### src/rtl/core/rpi_pkg.sv
`timescale 1ns / 1ps
`default_nettype none
// ----------------------------------------------------------------------------
// rpi_pkg: shared types and constants of the RGBA palette indexer
// Palette size, field widths, cell chain types and the 8-to-4 bit rounding.
// ----------------------------------------------------------------------------
package rpi_pkg;

	localparam int MAX_COLORS = 15;
	localparam int CNT_W      = 4;
	localparam int IDX_W      = 4;
	localparam int CHAN_W     = 8;
	localparam int QCH_W      = 4;
	localparam int COLOR_W    = 12;

	localparam logic [CHAN_W-1:0] ALPHA_RESET = 8'd128;

	typedef struct packed {
		logic             valid;
		logic             opaque;
		logic             first;
		logic [COLOR_W-1:0] color;
	} pix_s1_t;

	typedef struct packed {
		logic [CNT_W-1:0] count;
		logic             append;
	} cell_ctl_t;

	typedef struct packed {
		logic             found;
		logic [IDX_W-1:0] index;
	} hit_chain_t;

	// (c*15+127)/255 equals (c+8)/17; divide by 17 as multiply by 241 then >>12
	function automatic logic [QCH_W-1:0] quant4(input logic [CHAN_W-1:0] c);
		logic [15:0] p;
		p = 16'({1'b0, c} + 9'd8) * 16'd241;
		return p[15:12];
	endfunction

endpackage
`default_nettype wire

### src/rtl/core/rpi_pix_if.sv
`timescale 1ns / 1ps
`default_nettype none
// ----------------------------------------------------------------------------
// rpi_pix_if: pixel input channel
// Valid/ready channel carrying one RGBA pixel and the first-pixel mark.
// ----------------------------------------------------------------------------
interface rpi_pix_if;
	logic                      valid;
	logic                      ready;
	logic [rpi_pkg::CHAN_W-1:0] red;
	logic [rpi_pkg::CHAN_W-1:0] green;
	logic [rpi_pkg::CHAN_W-1:0] blue;
	logic [rpi_pkg::CHAN_W-1:0] alpha;
	logic                      first_pixel;

	modport source (output valid, red, green, blue, alpha, first_pixel, input ready);
	modport sink   (input valid, red, green, blue, alpha, first_pixel, output ready);
endinterface
`default_nettype wire

### src/rtl/core/rpi_res_if.sv
`timescale 1ns / 1ps
`default_nettype none
// ----------------------------------------------------------------------------
// rpi_res_if: result output channel
// Valid/ready channel carrying the palette index, new-entry mark, color, overflow.
// ----------------------------------------------------------------------------
interface rpi_res_if;
	logic                       valid;
	logic                       ready;
	logic [rpi_pkg::IDX_W-1:0]   color_index;
	logic                       new_entry;
	logic [rpi_pkg::COLOR_W-1:0] entry_color;
	logic                       overflow;

	modport source (output valid, color_index, new_entry, entry_color, overflow, input ready);
	modport sink   (input valid, color_index, new_entry, entry_color, overflow, output ready);
endinterface
`default_nettype wire

### src/rtl/core/rpi_cfg_if.sv
`timescale 1ns / 1ps
`default_nettype none
// ----------------------------------------------------------------------------
// rpi_cfg_if: configuration write channel
// Valid/ready channel carrying the alpha threshold write data.
// ----------------------------------------------------------------------------
interface rpi_cfg_if;
	logic                      valid;
	logic                      ready;
	logic [rpi_pkg::CHAN_W-1:0] data;

	modport source (output valid, data, input ready);
	modport sink   (input valid, data, output ready);
endinterface
`default_nettype wire

### src/rtl/core/rpi_front.sv
`timescale 1ns / 1ps
`default_nettype none
// ----------------------------------------------------------------------------
// rpi_front: threshold register and quantizing input stage
// Hold the alpha threshold; round channels to 4 bits and register the pixel.
// ----------------------------------------------------------------------------
module rpi_front (
	input  wire logic                        clk,
	input  wire logic                        arst_n,
	input  wire logic                        cfg_we,
	input  wire logic [rpi_pkg::CHAN_W-1:0]  cfg_data,
	input  wire logic                        load,
	input  wire logic                        advance,
	input  wire logic [rpi_pkg::CHAN_W-1:0]  red,
	input  wire logic [rpi_pkg::CHAN_W-1:0]  green,
	input  wire logic [rpi_pkg::CHAN_W-1:0]  blue,
	input  wire logic [rpi_pkg::CHAN_W-1:0]  alpha,
	input  wire logic                        first_pixel,
	output rpi_pkg::pix_s1_t                 pix_s1
);
	import rpi_pkg::*;

	logic [CHAN_W-1:0]  threshold_q;
	logic               valid_s1;
	logic               opaque_s1;
	logic               first_s1;
	logic [COLOR_W-1:0] color_s1;

	always_ff @(posedge clk or negedge arst_n) begin
		if (!arst_n) begin
			threshold_q <= ALPHA_RESET;
		end else if (cfg_we) begin
			threshold_q <= cfg_data;
		end
	end

	always_ff @(posedge clk or negedge arst_n) begin
		if (!arst_n) begin
			valid_s1 <= 1'b0;
		end else if (load) begin
			valid_s1 <= 1'b1;
		end else if (advance) begin
			valid_s1 <= 1'b0;
		end
	end

	always_ff @(posedge clk) begin
		if (load) begin
			opaque_s1 <= (alpha >= threshold_q);
			first_s1  <= first_pixel;
			color_s1  <= {quant4(red), quant4(green), quant4(blue)};
		end
	end

	assign pix_s1 = '{valid: valid_s1, opaque: opaque_s1, first: first_s1, color: color_s1};

endmodule
`default_nettype wire

### src/rtl/core/rpi_cell.sv
`timescale 1ns / 1ps
`default_nettype none
// ----------------------------------------------------------------------------
// rpi_cell: one palette entry of the lookup chain
// Hold one learned color, compare it, and pass the first hit down the chain.
// ----------------------------------------------------------------------------
module rpi_cell (
	input  wire logic                        clk,
	input  wire logic [rpi_pkg::CNT_W-1:0]   pos,
	input  wire logic [rpi_pkg::COLOR_W-1:0] color,
	input  wire rpi_pkg::cell_ctl_t          ctl,
	input  wire rpi_pkg::hit_chain_t         chain_in,
	output rpi_pkg::hit_chain_t              chain_out
);
	import rpi_pkg::*;

	logic [COLOR_W-1:0] entry_q;
	logic               in_use;
	logic               hit;

	assign in_use = (pos < ctl.count);
	assign hit    = in_use && (entry_q == color);

	always_comb begin
		chain_out.found = chain_in.found | hit;
		if (chain_in.found) begin
			chain_out.index = chain_in.index;
		end else if (hit) begin
			chain_out.index = IDX_W'(pos + 1'b1);
		end else begin
			chain_out.index = '0;
		end
	end

	always_ff @(posedge clk) begin
		if (ctl.append && (pos == ctl.count)) begin
			entry_q <= color;
		end
	end

endmodule
`default_nettype wire

### src/rtl/core/rgba_palette_indexer.sv
`timescale 1ns / 1ps
`default_nettype none
// ----------------------------------------------------------------------------
// rgba_palette_indexer: RGBA pixel to 4-bit palette index
// Quantize each opaque pixel to 12-bit color and look it up in a learned
// palette held in a chain of compare cells; append unseen colors.
//
// Channel  Dir  Payload
// pix      in   red, green, blue, alpha, first_pixel
// cfg      in   data (alpha threshold)
// res      out  color_index, new_entry, entry_color, overflow
//
// One pixel per cycle unless res stalls; s1 registers pixels, s2 the results.
// The lookup and palette append happen in the same stage through the cell
// chain, so each pixel sees every earlier pixel's update.
// Reset clears the fill count, overflow flag, threshold (128) and valids.
// A stalled result holds both stages; cfg is always ready.
// ----------------------------------------------------------------------------
module rgba_palette_indexer (
	input wire logic clk,
	input wire logic arst_n,
	rpi_pix_if.sink   pix,
	rpi_cfg_if.sink   cfg,
	rpi_res_if.source res
);
	import rpi_pkg::*;

	pix_s1_t            pix_s1;
	logic               advance;
	logic               load;
	logic [CNT_W-1:0]   count_q;
	logic               ovf_q;
	logic [CNT_W-1:0]   cnt_eff;
	logic               ovf_eff;
	logic               active;
	logic               has_room;
	logic               append;
	logic [CNT_W-1:0]   count_nxt;
	logic               ovf_nxt;
	logic [IDX_W-1:0]   index_nxt;
	cell_ctl_t          cell_ctl;
	hit_chain_t         chain [MAX_COLORS+1];

	logic               valid_s2;
	logic [IDX_W-1:0]   index_s2;
	logic               new_s2;
	logic [COLOR_W-1:0] color_s2;
	logic               ovf_s2;

	assign advance   = !valid_s2 || res.ready;
	assign pix.ready = !pix_s1.valid || advance;
	assign load      = pix.valid && pix.ready;
	assign cfg.ready = 1'b1;

	rpi_front u_front (
		.clk         (clk),
		.arst_n      (arst_n),
		.cfg_we      (cfg.valid),
		.cfg_data    (cfg.data),
		.load        (load),
		.advance     (advance),
		.red         (pix.red),
		.green       (pix.green),
		.blue        (pix.blue),
		.alpha       (pix.alpha),
		.first_pixel (pix.first_pixel),
		.pix_s1      (pix_s1)
	);

	assign cnt_eff  = pix_s1.first ? '0 : count_q;
	assign ovf_eff  = pix_s1.first ? 1'b0 : ovf_q;
	assign active   = pix_s1.opaque && !ovf_eff;
	assign has_room = (cnt_eff < CNT_W'(MAX_COLORS));
	assign append   = advance && pix_s1.valid && active && !chain[MAX_COLORS].found && has_room;

	assign cell_ctl = '{count: cnt_eff, append: append};
	assign chain[0] = '0;

	for (genvar g = 0; g < MAX_COLORS; g++) begin : g_cell
		rpi_cell u_cell (
			.clk       (clk),
			.pos       (CNT_W'(g)),
			.color     (pix_s1.color),
			.ctl       (cell_ctl),
			.chain_in  (chain[g]),
			.chain_out (chain[g+1])
		);
	end

	always_comb begin
		count_nxt = cnt_eff;
		ovf_nxt   = ovf_eff;
		index_nxt = '0;
		if (active) begin
			if (chain[MAX_COLORS].found) begin
				index_nxt = chain[MAX_COLORS].index;
			end else if (has_room) begin
				count_nxt = CNT_W'(cnt_eff + 1'b1);
				index_nxt = IDX_W'(cnt_eff + 1'b1);
			end else begin
				ovf_nxt = 1'b1;
			end
		end
	end

	always_ff @(posedge clk or negedge arst_n) begin
		if (!arst_n) begin
			count_q  <= '0;
			ovf_q    <= 1'b0;
			valid_s2 <= 1'b0;
		end else if (advance) begin
			valid_s2 <= pix_s1.valid;
			if (pix_s1.valid) begin
				count_q <= count_nxt;
				ovf_q   <= ovf_nxt;
			end
		end
	end

	always_ff @(posedge clk) begin
		if (advance && pix_s1.valid) begin
			index_s2 <= index_nxt;
			new_s2   <= append;
			color_s2 <= pix_s1.opaque ? pix_s1.color : '0;
			ovf_s2   <= ovf_nxt;
		end
	end

	assign res.valid       = valid_s2;
	assign res.color_index = index_s2;
	assign res.new_entry   = new_s2;
	assign res.entry_color = color_s2;
	assign res.overflow    = ovf_s2;

`ifndef NO_ASSERTIONS
	a_count_range: assert property (@(posedge clk) disable iff (!arst_n)
		count_q <= CNT_W'(MAX_COLORS))
		else $error("palette fill count beyond capacity");

	a_new_entry_index: assert property (@(posedge clk) disable iff (!arst_n)
		(res.valid && res.new_entry) |-> (res.color_index != '0 && !res.overflow))
		else $error("new entry without index or with overflow");

	a_overflow_zero: assert property (@(posedge clk) disable iff (!arst_n)
		(advance && pix_s1.valid && ovf_q && !pix_s1.first) |=>
		(res.color_index == '0 && !res.new_entry && res.overflow))
		else $error("pixel after overflow not mapped to index zero");
`endif

endmodule
`default_nettype wire

### src/flat_wrapper.sv
// flat-port wrapper written by rule: the top's interface ports become plain ports
module rgba_palette_indexer_flat import rpi_pkg::*;
  (clk, arst_n, pix_valid, pix_red, pix_green, pix_blue, pix_alpha, pix_first_pixel, pix_ready, cfg_valid, cfg_data, cfg_ready, res_valid, res_color_index, res_new_entry, res_entry_color, res_overflow, res_ready);
  rpi_pix_if pix_i ();
  rpi_cfg_if cfg_i ();
  rpi_res_if res_i ();
  input wire logic clk;
  input wire logic arst_n;
  input wire logic [$bits(pix_i.valid)-1:0] pix_valid;
  input wire logic [$bits(pix_i.red)-1:0] pix_red;
  input wire logic [$bits(pix_i.green)-1:0] pix_green;
  input wire logic [$bits(pix_i.blue)-1:0] pix_blue;
  input wire logic [$bits(pix_i.alpha)-1:0] pix_alpha;
  input wire logic [$bits(pix_i.first_pixel)-1:0] pix_first_pixel;
  output wire logic [$bits(pix_i.ready)-1:0] pix_ready;
  input wire logic [$bits(cfg_i.valid)-1:0] cfg_valid;
  input wire logic [$bits(cfg_i.data)-1:0] cfg_data;
  output wire logic [$bits(cfg_i.ready)-1:0] cfg_ready;
  output wire logic [$bits(res_i.valid)-1:0] res_valid;
  output wire logic [$bits(res_i.color_index)-1:0] res_color_index;
  output wire logic [$bits(res_i.new_entry)-1:0] res_new_entry;
  output wire logic [$bits(res_i.entry_color)-1:0] res_entry_color;
  output wire logic [$bits(res_i.overflow)-1:0] res_overflow;
  input wire logic [$bits(res_i.ready)-1:0] res_ready;
  assign pix_i.valid = pix_valid;
  assign pix_i.red = pix_red;
  assign pix_i.green = pix_green;
  assign pix_i.blue = pix_blue;
  assign pix_i.alpha = pix_alpha;
  assign pix_i.first_pixel = pix_first_pixel;
  assign pix_ready = pix_i.ready;
  assign cfg_i.valid = cfg_valid;
  assign cfg_i.data = cfg_data;
  assign cfg_ready = cfg_i.ready;
  assign res_valid = res_i.valid;
  assign res_color_index = res_i.color_index;
  assign res_new_entry = res_i.new_entry;
  assign res_entry_color = res_i.entry_color;
  assign res_overflow = res_i.overflow;
  assign res_i.ready = res_ready;
  rgba_palette_indexer u_core (.clk(clk), .arst_n(arst_n), .pix(pix_i), .cfg(cfg_i), .res(res_i));
endmodule
### config.mk
export PLATFORM = sky130hd
export DESIGN_NAME = rgba_palette_indexer_flat
export DESIGN_NICKNAME = d
export VERILOG_FILES = /design/src/rtl/core/rpi_pkg.sv /design/src/rtl/core/rpi_pix_if.sv /design/src/rtl/core/rpi_res_if.sv /design/src/rtl/core/rpi_cfg_if.sv /design/src/rtl/core/rpi_front.sv /design/src/rtl/core/rpi_cell.sv /design/src/rtl/core/rgba_palette_indexer.sv /design/src/flat_wrapper.sv
export SDC_FILE = /design/constraint.sdc
export NUM_CORES = 1
export LEC_CHECK = 0
export ABC_AREA = 1
export BUFFER_PORTS_ARGS = -buffer_cell sky130_fd_sc_hd__clkbuf_2
export CORE_MARGIN = 2
export CORE_UTILIZATION = 69
export DETAILED_ROUTE_END_ITERATION = 16
export PLACE_DENSITY = 0.95
export SLEW_MARGIN = 5
export SYNTH_ARGS = -nofsm -noshare
export SYNTH_HDL_FRONTEND = slang
export SYNTH_HIERARCHICAL = 1
export SYNTH_SLANG_ARGS = --single-unit
### constraint.sdc
create_clock -name clk -period 21 [get_ports clk]
set_input_delay 1.05 -clock clk [delete_from_list [all_inputs] [get_ports clk]]
set_output_delay 1.05 -clock clk [all_outputs]
set_load 0.02 [all_outputs]
==> out/metrics.csv <==
metric,value,unit
first-pass GRT wire length,76400,um
Hold Path Class,input pin to asynchronous set/reset pin,
row cnt,59,
crit share post-route,44.1,%
number of gates resized after cts,0,
Die Area,0.0280,sq mm
Clock Tree Buf Depth,3,
Synth async-reset ratio,6.61,%
nets@finish,2974,
Static Leakage,0.0113,uW
Power Dens Cells,96.5,mW/mm^2
detailed-route via count,16414,
initial drt markers,1568,
Layout area overhead,12.7,%
DP Wirelength,29300,um
VDD IR max,0.0641,mV
Slowest cell on crit path,nor2_1,
Slew Limit Fails,0,
Vias/cell,5.34,
Yosys cell types,48,
"Cell Area, Synth",0.0184,sq mm
core footprint,0.0261,sq mm
drc violations,0,
"Clk Latency, worst-skew pair",550,ps
min Tclk post-route,9260,ps
CP Capture Type,flop,
vias in the first global route,17152,
Post-CTS Repair Setup Buffers,0,
run status,"complete, no violations",
total wire length after detailed routing,46000,um
total power,2000,uW
#FFs+latches synth,227,
port bufs,65,
RePlAce Congestion,0.851,
part of the Yosys area used for sequential elements,36.7,%
Global Route Usage Sum,33.3,%
largest area contributor in the netlist,edfxtp_1,
WL/cell,15.0,um
crit path kind,flop to flop,
initial antenna violation count,0,
Setup Skew,30.4,ps
crit-path max FO,15,
ys flop type,edfxtp_1,
Starting Density,70.4,%
post-synthesis cell count,2435,
Max Cap Viol,0,
clock slew at reported path FFs,70,ps
RSZ-0062 raised after global routing,no,
Worst-Margin Slew,1130,ps
count of final hold-check violations,0,
Crit path largest cell delay,790,ps
CTS Sinks,227,
CTS tree,built,
Fmax,108,MHz
CP required,21140,ps
Final setup viols,0,
"EDFF count, synth",212,
Yosys top cell area share,34.6,%
H-tree levels,1,
gr ovfl total,0,
Hold WS,435,ps
Post-Syn Area per Cell,7.55,sq um
die width,167,um
I/O pin total,67,
cts hold-fix bufs,0,
Synth area leaders,"edfxtp_1 (35%), nand2_1 (16%), inv_1 (12%)",
post-route ant nets,0,
root buffer cell,clkbuf_16,
TritonRoute pass-1 iters,6,
Die Y,167,um
Final Core Density,79.3,%
cell mode on critical path,nand2_1,
TritonCTS buffer count,24,
layout cell share with drive strength beyond 1,9.58,%
setup tns final,0,ps
synth warn,6,
"Arr. time, crit path",9400,ps
number of diodes,0,
R2R Setup Slk,11740,ps
largest net degree at the start of global routing,47,
Slew headroom,24.3,%
Worst Setup Start Kind,flop,
==> per-stage QoR <==
stage / instance area (sq um) / instances / setup slack, ps
floorplan: 19100 / 2634 / 12750
global placement: 19900 / 3027 / 12780
detailed placement: 19900 / 3027 / 12200
CTS: 20700 / 3071 / 11980
global route: 20700 / 3071 / 10800
finish: 20700 / 3071 / 11740
==> cells by family (layout without fill, tap and decap cells) <==
| family | after synthesis | after routing | synth area share [%] |
|---|---|---|---|
| AO/OA/AOI/OAI | 215 | 215 | 7.43 |
| XOR/XNOR | 49 | 49 | 2.58 |
| adder cells (fa/ha/maj) | 210 | 210 | 15.7 |
| buffers and inverters | 618 | 720 | 12.8 |
| flip-flops | 227 | 227 | 36.7 |
| multiplexers | 1 | 1 | 0.0612 |
| other | 2 | 201 | 0.0408 |
| AND/OR/NAND/NOR | 1113 | 1113 | 24.7 |
==> Yosys cell counts (2+ instances only) <==
cell / number
conb_1: 2
inv_1: 586
dfrtp_1: 14
a21oi_2: 15
edfxtp_1: 212
nor2_4: 2
nand2_1: 796
a21oi_1: 72
buf_4: 4
nor3_1: 4
o21ai_0: 54
o21ai_1: 3
fa_1: 35
inv_2: 8
nor2_2: 33
o21a_1: 2
xnor2_1: 28
nand4_1: 6
or2_2: 2
buf_1: 15
xor2_4: 2
o21bai_1: 19
o21ai_2: 45
ha_1: 175
nand3_1: 75
xor2_1: 18
nand3b_1: 3
nand3_4: 2
nand2_2: 24
nor2_1: 157
nand2_4: 2
or2_1: 3
nand3_2: 2
==> worst paths after layout <==
check,start,end,depth (start not counted)
max,u_core/u_front/first_s1,u_core/g_cell[6].u_cell/entry_q[9],46
max reg2reg,u_core/u_front/first_s1,u_core/g_cell[6].u_cell/entry_q[9],46
min in group clk,u_core/u_front/threshold_q[7],u_core/u_front/threshold_q[7],2
max in group asynchronous,arst_n,u_core/u_front/threshold_q[7],1
min,arst_n,u_core/count_q[2],1
min reg2reg,u_core/u_front/threshold_q[7],u_core/u_front/threshold_q[7],2
==> power breakdown <==
| group | total [uW] | internal, uW | switching, uW |
|---|---|---|---|
| clock | 454 | 273 | 181 |
| sequential | 612 | 586 | 25.8 |
| combinational | 934 | 289 | 646 |
==> worst max-delay path, delay by kind of cell (launching register included) <==
family,cells,cell delay [ps]
DFF,1,390
adders and majority gates,1,180
and+or+nand+nor,24,4800
AOI/OAI and AO/OA,1,120
buffers and inverters,20,3350
==> layer usage <==
layer	vias to the layer above	share of wire (%)	routed length, um	GRT usage [%]
met2	923	50	22900	60.9
met1	7381	35	16000	36.1
met4	0	6.3	2880	20.8
met3	301	9.0	4160	5.60
li1	7809	-	-	-
met5	-	0	0	0
==> final cells by class <==
| class | instances | area, sq um |
|---|---|---|
| Multi-Input combinational cell | 1789 | 10100 |
| Inverter | 596 | 2240 |
| Sequential cell | 227 | 6740 |
| Fill cell | 1518 | 5410 |
| Clock inverter | 16 | 220 |
| Tap cell | 335 | 419 |
| Clock buffer | 28 | 616 |
| Timing Repair Buffer | 80 | 438 |
==> sequential cells by signal, indices dropped and copies added (netlist names), 4 cells and up <==
name	count
u_core/res.color_index	4
u_core/count_q	4
u_core/u_front/color_s1	12
u_core/g_cell.u_cell/entry_q	180
u_core/res.entry_color	12
u_core/u_front/threshold_q	8
==> layout by cell type (no fill, tap or decap), drive strengths merged <==
cell type and instances:
fa 35, dfstp 1, xnor2 28, bufinv 5, o21a 2, o2111ai 1, conb 201, o21bai 19
a211oi 1, o21ai 102, edfxtp 212, dfrtp 14, a31oi 1, nand3 79, ha 175, clkbuf 93
a21o 1, nand2 822, inv 596, nor2 193, buf 15, nor3 4, nand3b 3, o211ai 1
xor2 21, nand4 6, mux2 1, clkinv 11, a21oi 87, or2 6
(Power assumes the default switching activity.)
